$ cat config.mk
export PLATFORM = sky130hd
export DESIGN_NAME = two_level_page_table_walker
export DESIGN_NICKNAME = d
export VERILOG_FILES = /design/src/sv/tlpw_pkg.sv /design/src/sv/tlpw_front.sv /design/src/sv/tlpw_queue.sv /design/src/sv/tlpw_back.sv /design/src/sv/two_level_page_table_walker.sv
export VERILOG_INCLUDE_DIRS = /design/src /design/src/sv
export SDC_FILE = /design/constraint.sdc
export NUM_CORES = 1
export LEC_CHECK = 0
export ABC_AREA = 1
export BUFFER_PORTS_ARGS = -buffer_cell sky130_fd_sc_hd__buf_2
export CAP_MARGIN = 0
export CORE_MARGIN = 2
export CORE_UTILIZATION = 32
export DETAILED_ROUTE_END_ITERATION = 10
export PLACE_DENSITY = 0.59
export SYNTH_ARGS = -nofsm -noshare
export SYNTH_HDL_FRONTEND = slang
export SYNTH_HIERARCHICAL = 1
export SYNTH_SLANG_ARGS = --single-unit
$ cat constraint.sdc
create_clock -name clk_i -period 5.7 [get_ports clk_i]
set_clock_uncertainty 0.2 [all_clocks]
set_input_delay 1.14 -clock clk_i [delete_from_list [all_inputs] [get_ports clk_i]]
set_output_delay 1.14 -clock clk_i [all_outputs]
set_load 0.01 [all_outputs]
$ cat src/sv/two_level_page_table_walker_macros.svh
// Assertion macros for the page table walker.
`ifndef TWO_LEVEL_PAGE_TABLE_WALKER_MACROS_SVH
`define TWO_LEVEL_PAGE_TABLE_WALKER_MACROS_SVH

`ifndef SYNTHESIS

`define TLPW_ASSERT(lbl, prop, msg) \
  lbl: assert property (@(posedge clk_i) disable iff (!rst_ni) prop) else $error(msg);

`define TLPW_ASSERT_NEVER(lbl, cond, msg) \
  `TLPW_ASSERT(lbl, !(cond), msg)

`else

`define TLPW_ASSERT(lbl, prop, msg)

`define TLPW_ASSERT_NEVER(lbl, cond, msg)

`endif

`endif

$ cat src/sv/tlpw_pkg.sv
package tlpw_pkg;

  localparam logic       OpTranslate = 1'b0;
  localparam logic       OpResponse  = 1'b1;

  localparam logic [1:0] KindRead  = 2'd0;
  localparam logic [1:0] KindWrite = 2'd1;
  localparam logic [1:0] KindDone  = 2'd2;

  localparam int unsigned CfgIdxW = 1;
  localparam logic [CfgIdxW-1:0] CfgDirBase  = 1'd0;
  localparam logic [CfgIdxW-1:0] CfgAddrMask = 1'd1;

  localparam logic [31:0] DummyAddr = 32'h0100_0000;
  localparam logic [7:0]  BitAccessed = 8'h20;
  localparam logic [7:0]  BitDirty    = 8'h40;

  typedef struct packed {
    logic [1:0]  kind;
    logic [31:0] address;
    logic [7:0]  write_byte;
    logic        fault;
  } res_t;

  typedef struct packed {
    logic has_wb;
    res_t wb;
    res_t fin;
  } job_t;

endpackage

$ cat src/sv/tlpw_front.sv
module tlpw_front (
  input  logic                         clk_i,
  input  logic                         rst_ni,
  input  logic                         cfg_we_i,
  input  logic [tlpw_pkg::CfgIdxW-1:0] cfg_index_i,
  input  logic [31:0]                  cfg_data_i,
  input  logic                         accept_i,
  input  logic                         operation_i,
  input  logic [31:0]                  linear_address_i,
  input  logic                         is_write_i,
  input  logic [31:0]                  read_data_i,
  output logic                         push_o,
  output tlpw_pkg::job_t               job_o
);

  localparam logic [1:0] PhIdle = 2'd0;
  localparam logic [1:0] PhDir  = 2'd1;
  localparam logic [1:0] PhTbl  = 2'd2;

  logic [31:0] dir_base_q, addr_mask_q;
  logic [1:0]  phase_q, phase_d;
  logic [31:0] held_lin_q, held_lin_d;
  logic        held_wr_q, held_wr_d;
  logic [31:0] te_addr_q, te_addr_d;
  logic        emit;
  logic [31:0] lin;
  logic [31:0] dir_addr;
  logic [31:0] te_sum;
  logic [7:0]  set_bits;

  always_ff @(posedge clk_i or negedge rst_ni) begin
    if (!rst_ni) begin
      dir_base_q  <= '0;
      addr_mask_q <= '1;
    end else if (cfg_we_i) begin
      unique case (cfg_index_i)
        tlpw_pkg::CfgDirBase:  dir_base_q  <= cfg_data_i;
        tlpw_pkg::CfgAddrMask: addr_mask_q <= cfg_data_i;
        default: ;
      endcase
    end
  end

  assign lin      = (operation_i == tlpw_pkg::OpTranslate) ? linear_address_i : held_lin_q;
  assign dir_addr = (dir_base_q + {20'd0, lin[31:22], 2'b00}) & addr_mask_q;
  assign te_sum   = {read_data_i[31:12], 12'd0} + {20'd0, held_lin_q[21:12], 2'b00};

  always_comb begin
    phase_d    = phase_q;
    held_lin_d = held_lin_q;
    held_wr_d  = held_wr_q;
    te_addr_d  = te_addr_q;
    emit       = 1'b0;
    set_bits   = '0;
    job_o      = '0;
    if (operation_i == tlpw_pkg::OpTranslate) begin
      held_lin_d            = linear_address_i;
      held_wr_d             = is_write_i;
      phase_d               = PhDir;
      emit                  = 1'b1;
      job_o.fin.kind        = tlpw_pkg::KindRead;
      job_o.fin.address     = dir_addr;
    end else begin
      unique case (phase_q)
        PhDir: begin
          emit = 1'b1;
          if (!read_data_i[0]) begin
            phase_d           = PhIdle;
            job_o.fin.kind    = tlpw_pkg::KindDone;
            job_o.fin.address = tlpw_pkg::DummyAddr & addr_mask_q;
            job_o.fin.fault   = 1'b1;
          end else begin
            phase_d             = PhTbl;
            te_addr_d           = te_sum;
            job_o.has_wb        = !read_data_i[5];
            job_o.wb.kind       = tlpw_pkg::KindWrite;
            job_o.wb.address    = dir_addr;
            job_o.wb.write_byte = read_data_i[7:0] | tlpw_pkg::BitAccessed;
            job_o.fin.kind      = tlpw_pkg::KindRead;
            job_o.fin.address   = te_sum & addr_mask_q;
          end
        end
        PhTbl: begin
          emit    = 1'b1;
          phase_d = PhIdle;
          if (!read_data_i[0]) begin
            job_o.fin.kind    = tlpw_pkg::KindDone;
            job_o.fin.address = tlpw_pkg::DummyAddr & addr_mask_q;
            job_o.fin.fault   = 1'b1;
          end else begin
            if (!read_data_i[5]) set_bits = set_bits | tlpw_pkg::BitAccessed;
            if (held_wr_q && !read_data_i[6]) set_bits = set_bits | tlpw_pkg::BitDirty;
            job_o.has_wb        = (set_bits != 8'd0);
            job_o.wb.kind       = tlpw_pkg::KindWrite;
            job_o.wb.address    = te_addr_q & addr_mask_q;
            job_o.wb.write_byte = read_data_i[7:0] | set_bits;
            job_o.fin.kind      = tlpw_pkg::KindDone;
            job_o.fin.address   = {read_data_i[31:12], held_lin_q[11:0]} & addr_mask_q;
          end
        end
        default: ;
      endcase
    end
  end

  assign push_o = accept_i && emit;

  always_ff @(posedge clk_i or negedge rst_ni) begin
    if (!rst_ni) begin
      phase_q    <= PhIdle;
      held_lin_q <= '0;
      held_wr_q  <= 1'b0;
      te_addr_q  <= '0;
    end else if (accept_i) begin
      phase_q    <= phase_d;
      held_lin_q <= held_lin_d;
      held_wr_q  <= held_wr_d;
      te_addr_q  <= te_addr_d;
    end
  end

endmodule

$ cat src/sv/tlpw_queue.sv
module tlpw_queue #(
  parameter int unsigned Depth = 4
) (
  input  logic           clk_i,
  input  logic           rst_ni,
  input  logic           push_i,
  input  tlpw_pkg::job_t push_data_i,
  output logic           full_o,
  input  logic           pop_i,
  output logic           valid_o,
  output tlpw_pkg::job_t pop_data_o
);

  localparam int unsigned PtrW = (Depth > 1) ? $clog2(Depth) : 1;
  localparam int unsigned CntW = $clog2(Depth + 1);

  tlpw_pkg::job_t  mem_q [Depth];
  logic [PtrW-1:0] wr_ptr_q, rd_ptr_q;
  logic [CntW-1:0] count_q;
  logic            do_push, do_pop;

  assign full_o     = (count_q == CntW'(Depth));
  assign valid_o    = (count_q != '0);
  assign pop_data_o = mem_q[rd_ptr_q];
  assign do_push    = push_i && !full_o;
  assign do_pop     = pop_i && valid_o;

  always_ff @(posedge clk_i) begin
    if (do_push) begin
      mem_q[wr_ptr_q] <= push_data_i;
    end
  end

  always_ff @(posedge clk_i or negedge rst_ni) begin
    if (!rst_ni) begin
      wr_ptr_q <= '0;
      rd_ptr_q <= '0;
      count_q  <= '0;
    end else begin
      if (do_push) begin
        wr_ptr_q <= (wr_ptr_q == PtrW'(Depth - 1)) ? '0 : wr_ptr_q + 1'b1;
      end
      if (do_pop) begin
        rd_ptr_q <= (rd_ptr_q == PtrW'(Depth - 1)) ? '0 : rd_ptr_q + 1'b1;
      end
      if (do_push && !do_pop) begin
        count_q <= count_q + 1'b1;
      end else if (do_pop && !do_push) begin
        count_q <= count_q - 1'b1;
      end
    end
  end

endmodule

$ cat src/sv/tlpw_back.sv
module tlpw_back (
  input  logic           clk_i,
  input  logic           rst_ni,
  input  logic           job_valid_i,
  input  tlpw_pkg::job_t job_i,
  output logic           pop_o,
  output logic           out_valid_o,
  input  logic           out_stall_i,
  output tlpw_pkg::res_t res_o,
  output logic           last_o
);

  logic           valid_q;
  tlpw_pkg::res_t res_q;
  logic           last_q;
  logic           pend_valid_q;
  tlpw_pkg::res_t pend_q;
  logic           load;

  assign load  = !valid_q || !out_stall_i;
  assign pop_o = load && !pend_valid_q && job_valid_i;

  always_ff @(posedge clk_i or negedge rst_ni) begin
    if (!rst_ni) begin
      valid_q      <= 1'b0;
      pend_valid_q <= 1'b0;
    end else if (load) begin
      priority if (pend_valid_q) begin
        valid_q      <= 1'b1;
        pend_valid_q <= 1'b0;
      end else if (job_valid_i) begin
        valid_q      <= 1'b1;
        pend_valid_q <= job_i.has_wb;
      end else begin
        valid_q <= 1'b0;
      end
    end
  end

  always_ff @(posedge clk_i) begin
    if (load) begin
      priority if (pend_valid_q) begin
        res_q  <= pend_q;
        last_q <= 1'b1;
      end else if (job_valid_i && job_i.has_wb) begin
        res_q  <= job_i.wb;
        last_q <= 1'b0;
        pend_q <= job_i.fin;
      end else begin
        res_q  <= job_i.fin;
        last_q <= 1'b1;
      end
    end
  end

  assign out_valid_o = valid_q;
  assign res_o       = res_q;
  assign last_o      = last_q;

endmodule

$ cat src/sv/two_level_page_table_walker.sv
// Two-level page table walker for 32-bit linear addresses and 4 KiB pages. The input
// channel carries translate requests and memory read responses; each accepted item
// yields zero, one or two result items on the output channel: dword read requests,
// byte write-backs of entries whose accessed or dirty bit must be set, and the final
// translated address (or the masked dummy address with fault on a non-present entry).
// The input takes one item per cycle unless stalled; an item's first result passes
// the queue, then the output register. Results leave one per cycle unless stalled; a
// write-back precedes its final result. Up to QueueDepth classified items wait
// between the two sides; the input stalls only when that queue is full. The user must
// write configuration only while no walk step is in flight; it is not enforced.
`include "two_level_page_table_walker_macros.svh"

module two_level_page_table_walker #(
  parameter int unsigned QueueDepth = 4
) (
  input  logic                         clk_i,
  input  logic                         rst_ni,
  input  logic                         cfg_valid_i,
  output logic                         cfg_ready_o,
  input  logic [tlpw_pkg::CfgIdxW-1:0] cfg_index_i,
  input  logic [31:0]                  cfg_data_i,
  input  logic                         in_valid_i,
  output logic                         in_stall_o,
  input  logic                         operation_i,
  input  logic [31:0]                  linear_address_i,
  input  logic                         is_write_i,
  input  logic [31:0]                  read_data_i,
  output logic                         out_valid_o,
  input  logic                         out_stall_i,
  output logic [1:0]                   kind_o,
  output logic [31:0]                  address_o,
  output logic [7:0]                   write_byte_o,
  output logic                         fault_o,
  output logic                         last_o
);

  logic           q_full, q_valid, push, pop, accept;
  tlpw_pkg::job_t push_job, pop_job;
  tlpw_pkg::res_t res;

  assign cfg_ready_o = 1'b1;
  assign in_stall_o  = q_full;
  assign accept      = in_valid_i && !q_full;

  tlpw_front u_front (
    .clk_i            (clk_i),
    .rst_ni           (rst_ni),
    .cfg_we_i         (cfg_valid_i && cfg_ready_o),
    .cfg_index_i      (cfg_index_i),
    .cfg_data_i       (cfg_data_i),
    .accept_i         (accept),
    .operation_i      (operation_i),
    .linear_address_i (linear_address_i),
    .is_write_i       (is_write_i),
    .read_data_i      (read_data_i),
    .push_o           (push),
    .job_o            (push_job)
  );

  tlpw_queue #(
    .Depth (QueueDepth)
  ) u_queue (
    .clk_i       (clk_i),
    .rst_ni      (rst_ni),
    .push_i      (push),
    .push_data_i (push_job),
    .full_o      (q_full),
    .pop_i       (pop),
    .valid_o     (q_valid),
    .pop_data_o  (pop_job)
  );

  tlpw_back u_back (
    .clk_i       (clk_i),
    .rst_ni      (rst_ni),
    .job_valid_i (q_valid),
    .job_i       (pop_job),
    .pop_o       (pop),
    .out_valid_o (out_valid_o),
    .out_stall_i (out_stall_i),
    .res_o       (res),
    .last_o      (last_o)
  );

  assign kind_o       = res.kind;
  assign address_o    = res.address;
  assign write_byte_o = res.write_byte;
  assign fault_o      = res.fault;

  `TLPW_ASSERT_NEVER(a_wb_not_last, out_valid_o && kind_o == tlpw_pkg::KindWrite && last_o, "write-back marked last")
  `TLPW_ASSERT(a_fault_done, out_valid_o && fault_o |-> kind_o == tlpw_pkg::KindDone && last_o, "fault on non-final item")
  `TLPW_ASSERT(a_wb_then_next, out_valid_o && !out_stall_i && kind_o == tlpw_pkg::KindWrite |=> out_valid_o && last_o, "write-back not followed")
  `TLPW_ASSERT_NEVER(a_byte_only_wb, out_valid_o && kind_o != tlpw_pkg::KindWrite && write_byte_o != 8'd0, "stray write byte")

endmodule
==> metrics.yaml, run 1 <==
hold_depth: 2
vdd_drop_max_mv: 0.349
drive_gt1_share_pct: 15.5
setup_violations: 0
ctsLongestPathBuffers: 3
cts_tree: "yes"
cp-start-kind: "input pin"
max-cap-violations: 0
place_ws_ns: 1.37
final-max-slew-violation-count: 0
htree_levels: 2
post_cts_resized: 0
period_share_pct: 65.7
grt-ovfl-total: 0
die-area_sq_um: 82300
whs_ns: 0.287
async_flop_share_pct: 24.1
timing.final.ws_setup_ns: 1.95
crit_type: "in2reg"
grt_max_degree: 97
ys_ff_latch: 573
endpoint_kind: "register"
synth_ff_type: "edfxtp_1"
cts_setup_buffers: 0
via_count: 16717
die_h_um: 287
max_freq_ghz: 0.267
regArea_sq_um: 16600
syn_area_sq_um: 25600
drt-pass1-iter-count: 6
avgSynthCellArea_sq_um: 11.1
arrival_ns: 3.85
power_leakage_nw: 11.6
regToRegSetupSlack_ns: 2.02
cts-buffers-inserted: 56
final-hold-violation-count: 0
slew_headroom_pct: 31.3
dr.first_iter.drc_count: 1098
cts_sinks: 573
grt_pass1_wl_um: 96000
gp_congestion: 0.859
routed_wl_um: 63100
outcome: "finished, final reports clean"
final.min_clock_period_ns: 3.75
ctsHoldBuffers: 0
yosysSeqAreaShare_pct: 64.7
cp_max_fo: 24
rsz0062_at_grt: "no"
grt_pass1_vias: 15743
final_nets: 2540
multi_input_area_sq_um: 7100
drc_errors: 0
worstPathRequired_ns: 5.81
synth_warnings: 6
grt_use_total_pct: 15.2
avgViaCountPerCell: 4.76
cts_root_buffer: "clkbuf_16"
ff2ff_path_depth: 7
place_area_sq_um: 27000
synthCells: 2311
start_util_pct: 32.4
synth.distinct_cells: 40
clkTransAtPathRegs_ns: 0.06
rows: 103
portBuffers: 145
p_per_area_nw_per_um2: 496
die_w_um: 287
clk_latency_ns: 0.61
core_sq_um: 79100
wire_per_inst_um: 18.0
ant_nets: 0
io_pins: 151
dp_hpwl_um: 40600
antenna_found_initial: 6
area_growth_pct: 12.5
worst_pin_slew_ns: 1.03
stdcell_area_sq_um: 28800
fillers: 7782
synth_edf_count: 435
worstHoldPathType: "reg2reg"
[worst max-delay path, stage by stage]
cell	delay [ns]
buf_2	0.38
buf_4	0.33
o21ai_0	0.13
ha_1	0.36
nand2_1	0.13
inv_2	0.04
a21boi_1	0.30
nand3_2	0.26
nand2_1	0.11
nand3_1	0.10
o21ai_0	0.55
[final cells by class]
type | count | share of cell area (%)
Sequential cell | 573 | 57.5
Multi-Input combinational cell | 1320 | 24.7
Clock buffer | 83 | 5.48
Tap cell | 1050 | 4.56
Inverter | 295 | 3.86
Timing Repair Buffer | 170 | 3.32
Clock inverter | 19 | 0.587
Antenna cell | 1 | 0.00869
[logic make-up (layout without fill, tap and decap cells)]
| family | after synthesis | count (layout) | share of synthesized area (%) |
|---|---|---|---|
| compound gates | 330 | 330 | 8.54 |
| simple gates | 904 | 904 | 15.4 |
| fa+ha+maj | 20 | 20 | 1.04 |
| mux | 53 | 53 | 2.33 |
| flops | 573 | 573 | 64.7 |
| xor+xnor | 1 | 1 | 0.0342 |
| buf+inv | 428 | 567 | 7.97 |
| other cells | 2 | 13 | 0.0293 |
[metal layers]
metal  global-route usage (%)  vias up  share of wire, %
met5                        0        -              0.13
li1                         -     8187                 -
met4                     4.32       12               2.5
met1                     21.1     8047                46
met3                     2.65       97               5.2
met2                     24.5      374                46
[report_power, final]
| group | internal [mW] | switching [mW] |
|---|---|---|
| logic | 1.31 | 3.02 |
| registers | 5.90 | 0.523 |
| clock network | 2.00 | 1.54 |
[stage by stage]
stage / instances / util (%) / setup TNS [ns] / total power, mW
4_1_cts: 3510 / 36.4 / 0 / 14.5
6_report: 3511 / 36.4 / 0 / 14.3
3_5_place_dp: 3408 / 34.2 / 0 / 10.9
3_3_place_gp: 3408 / 34.2 / 0 / 10.9
2_1_floorplan: 2321 / - / -131.40 / 9.58
5_1_grt: 3510 / 36.4 / 0 / 15.2
[state kept, by name, summed over array words and instances, names as in the netlist]
name / flops
u_queue/mem_q: 348
u_back/pend_q: 43
u_back/res_o: 43
u_front/addr_mask_q: 32
u_front/dir_base_q: 32
u_front/held_lin_q: 32
u_front/te_addr_q: 30
u_queue/count_q: 3
u_front/phase_q: 2
u_queue/rd_ptr_q: 2
u_queue/wr_ptr_q: 2
u_back/last_o: 1
u_back/out_valid_o: 1
u_back/pend_valid_q: 1
u_front/held_wr_q: 1
[synth_stat cells, types with 3 or more instances]
library cell / number / area share, %
nor2_4: 3 / 0.13
clkbuf_1: 23 / 0.34
dfstp_2: 32 / 3.3
edfxtp_1: 435 / 51
o21ai_0: 117 / 2.3
o21ai_1: 14 / 0.27
a22o_1: 10 / 0.34
buf_6: 34 / 1.5
o211ai_1: 166 / 4.9
buf_2: 43 / 0.84
ha_1: 18 / 0.88
a21oi_1: 8 / 0.16
nor2_1: 51 / 0.75
nand4_1: 74 / 1.8
mux2_2: 51 / 2.2
inv_2: 5 / 0.073
buf_4: 32 / 0.94
nand3_1: 197 / 3.9
a21boi_0: 5 / 0.15
inv_1: 287 / 4.2
nand2_1: 553 / 8.1
o211ai_2: 9 / 0.44
nor2_2: 5 / 0.12
dfrtp_1: 106 / 10
nand3b_1: 8 / 0.23
[worst paths after layout]
| check | start | endpoint |
|---|---|---|
| max reg2reg | u_queue/rd_ptr_q[0] | u_back/res_o[25] |
| max | operation_i | u_queue/mem_q[1][65] |
| min | u_front/held_lin_q[26] | u_front/held_lin_q[26] |
| min reg2reg | u_front/held_lin_q[26] | u_front/held_lin_q[26] |
| max in group asynchronous | rst_ni | u_front/addr_mask_q[25] |
| min in group asynchronous | rst_ni | u_front/held_lin_q[19] |
[placed cells by master (no fill, tap or decap), drive strengths merged]
master,synthesis,final
mux2,53,53
ha,18,18
bufinv,0,2
a22o,10,10
nand4,74,74
nand3b,8,8
a21oi,8,8
fa,2,2
nand2,556,556
clkinv,1,12
conb,2,12
inv,294,296
nand3,199,199
clkbuf,23,83
edfxtp,435,435
or2,4,4
o211ai,175,175
dfstp,32,32
nor2,59,59
xnor2,1,1
dfrtp,106,106
a21boi,6,6
diode,0,1
nor3,4,4
clkinvlp,0,4
o21ai,131,131
buf,110,170
Power figures use the tool's default switching activity.
==> run 2, diff against run 1 <==
ABC_AREA = 0   (was 1)
PLACE_DENSITY = 0.57   (was 0.59)
clock period = 3.8 ns   (was 5.7 ns; I/O delays follow)
==> metrics.yaml, run 2 <==
dr.first_iter.drc_count: 771
timing.final.ws_setup_ns: 0.356
grt-ovfl-total: 0
htree_levels: 2
layout_common_cells: "edfxtp_1 (435), buf_2 (144), mux2_2 (142)"
r2r-start: "u_front/held_lin_q[22]"
p_per_area_nw_per_um2: 775
arrival_ns: 3.61
grt_max_degree: 90
ys_ff_latch: 573
largest_register_ffs: 348
fillers: 6941
avgViaCountPerCell: 4.90
die_w_um: 280
switching_power_mw: 6.99
regToRegSetupSlack_ns: 0.53
cts-buffers-inserted: 57
max_freq_ghz: 0.290
antenna_found_initial: 7
grt_pass1_vias: 13679
max-cap-violations: 0
synth.most_common_cell: "edfxtp_1"
cp-start-kind: "input pin"
outcome: "finished, final reports clean"
yosys-top-cells-count: "edfxtp_1 (435), mux2_2 (142), dfrtp_1 (106)"
endpoint_kind: "register"
final_nets: 1782
ant_nets: 0
cts_root_buffer: "clkbuf_16"
drc_errors: 0
post_cts_resized: 0
portBuffers: 145
worstHoldPathType: "in2reg"
grt_use_total_pct: 14.3
crit_type: "in2reg"
io_pins: 151
die_h_um: 280
synth_edf_count: 435
whs_ns: 0.185
power_leakage_nw: 10.3
start_util_pct: 32.2
cts_sinks: 573
drt-pass1-iter-count: 5
gp_congestion: 0.770
clkTransAtPathRegs_ns: 0.06
hp-start: "linear_address_i[21]"
dp_hpwl_um: 37300
hold_depth: 2
synthCells: 1440
stdcell_area_sq_um: 28900
ctsLongestPathBuffers: 3
sw_frac_of_total_pct: 31.2
slew_headroom_pct: 34.7
syn_area_sq_um: 24400
async_flop_share_pct: 24.1
core_sq_um: 75700
yosysSeqAreaShare_pct: 67.8
final.min_clock_period_ns: 3.44
wire_per_inst_um: 20.8
via_count: 13154
place_ws_ns: -0.263
synth_ff_type: "edfxtp_1"
yosys.area.top_type_share_pct: 53.5
die-area_sq_um: 78500
grt_pass1_wl_um: 85500
routed_wl_um: 55900
regArea_sq_um: 16600
worst_pin_slew_ns: 0.979
stdcell_count: 2686
rows: 101
synth_warnings: 6
cp-startpoint: "operation_i"
pwr-share-comb_pct: 31.1
cts_tree: "yes"
final_common_cell: "edfxtp_1"
area_growth_pct: 18.4
dp_cells: 2576
multi_input_area_sq_um: 7180
vdd_drop_max_mv: 0.452
period_share_pct: 90.6
clk_latency_ns: 0.61
rsz0062_at_grt: "no"
avgSynthCellArea_sq_um: 16.9
p_int_mw: 15.4
synth.distinct_cells: 68
synth_top_area_cell: "edfxtp_1"
place_area_sq_um: 26900
final-max-slew-violation-count: 0
cp_max_fo: 8
final-hold-violation-count: 0
worstPathRequired_ns: 3.97
crit_end: "u_queue/mem_q[0][73]"
rr_endpoint: "u_queue/mem_q[0][78]"
setup_violations: 0
ys_top_cells_by_area: "edfxtp_1 (54%), dfrtp_1 (11%), mux4_2 (8.0%)"
largest_register: "u_queue/mem_q"
seq_power_share_pct: 42.7
ff2ff_path_depth: 9
drive_gt1_share_pct: 39.1
p_clk_share_pct: 26.2
[run 2: cell count changes after synthesis, moves of 26 or more]
cell / before / now
o211ai_1: 166 / 4
o311ai_2: 0 / 38
nand4_1: 74 / 4
inv_1: 287 / 55
buf_6: 34 / 7
nand3_1: 197 / 37
nor2_1: 51 / 18
buf_2: 43 / 17
mux4_2: 0 / 87
and2_1: 0 / 33
mux2_2: 51 / 142
o21ai_0: 117 / 40
nand4b_1: 0 / 44
nand2_1: 553 / 94
[run 2: power by group through the flow]
stage	registers, mW	clock network, mW	logic [mW]
2_1_floorplan	9.53	0	4.78
3_5_place_dp	9.71	0	7.13
5_1_grt	9.72	6.26	7.61
3_3_place_gp	9.63	0	7.01
6_report	9.55	5.87	6.97
4_1_cts	9.58	6.03	7.14
[run 2: layer usage]
metal  track usage [%]  vias up  share of wire, %
li1                  -     6024                 -
met1              19.9     6783                46
met2              23.0      240                48
met3              2.65       95               4.4
met4              4.00       12               2.2
met5                 0        -              0.13
[run 2: kinds of logic after synthesis]
kind of cell | count (synthesis) | share of synthesized area [%]
AND/OR/NAND/NOR | 268 | 6.16
XOR/XNOR | 30 | 1.08
buffers and inverters | 153 | 3.09
flip-flops | 573 | 67.8
AO/OA/AOI/OAI | 165 | 6.14
other | 2 | 0.0308
multiplexers | 229 | 14.6
adder cells (fa/ha/maj) | 20 | 1.09
[run 2: worst min path at each step]
stage | slack (ns) | to
global route | 0.15 | u_front/held_lin_q[8]
floorplan | 0.25 | u_queue/count_q[2]
global placement | 0.26 | u_queue/count_q[2]
finish | 0.19 | u_front/held_lin_q[21]
detailed placement | 0.28 | u_queue/count_q[2]
CTS | 0.15 | u_front/held_lin_q[1]
[run 2: through the flow]
step / utilization, % / TNS (ns) / total power, mW
after floorplan: - / 0 / 14.3
after global placement: 35.5 / -18.98 / 16.6
after detailed placement: 35.5 / -21.97 / 16.8
after CTS: 38.2 / 0 / 22.8
after global routing: 38.2 / 0 / 23.6
final: 38.2 / 0 / 22.4
[run 2: worst max-delay path, stage by stage]
cell       delay [ns]
buf_2            0.18
buf_4            0.18
mux2_2           0.34
ha_1             0.31
a211oi_1         0.22
nor2_1           0.09
nor2_1           0.59
a2111oi_1        0.24
buf_4            0.19
xor2_1           0.14
nand2_1          0.12
o21ai_1          0.08
buf_4            0.15
[run 2: final cells by class]
cell class	count	area share (%)
tap	978	4.24
sequential	573	57.4
clock buffer	72	5.41
antenna	1	0.00866
timing repair buffer	246	5.95
clock inverter	36	1.47
multi-input combinational	724	24.8
inverter	56	0.728
[run 2: what timing repair did]
item / 4_1_cts / 5_1_grt
hold buffers: 1 / 0
setup buffers: 0 / 0
endpoints found under the hold margin: 36 / 0
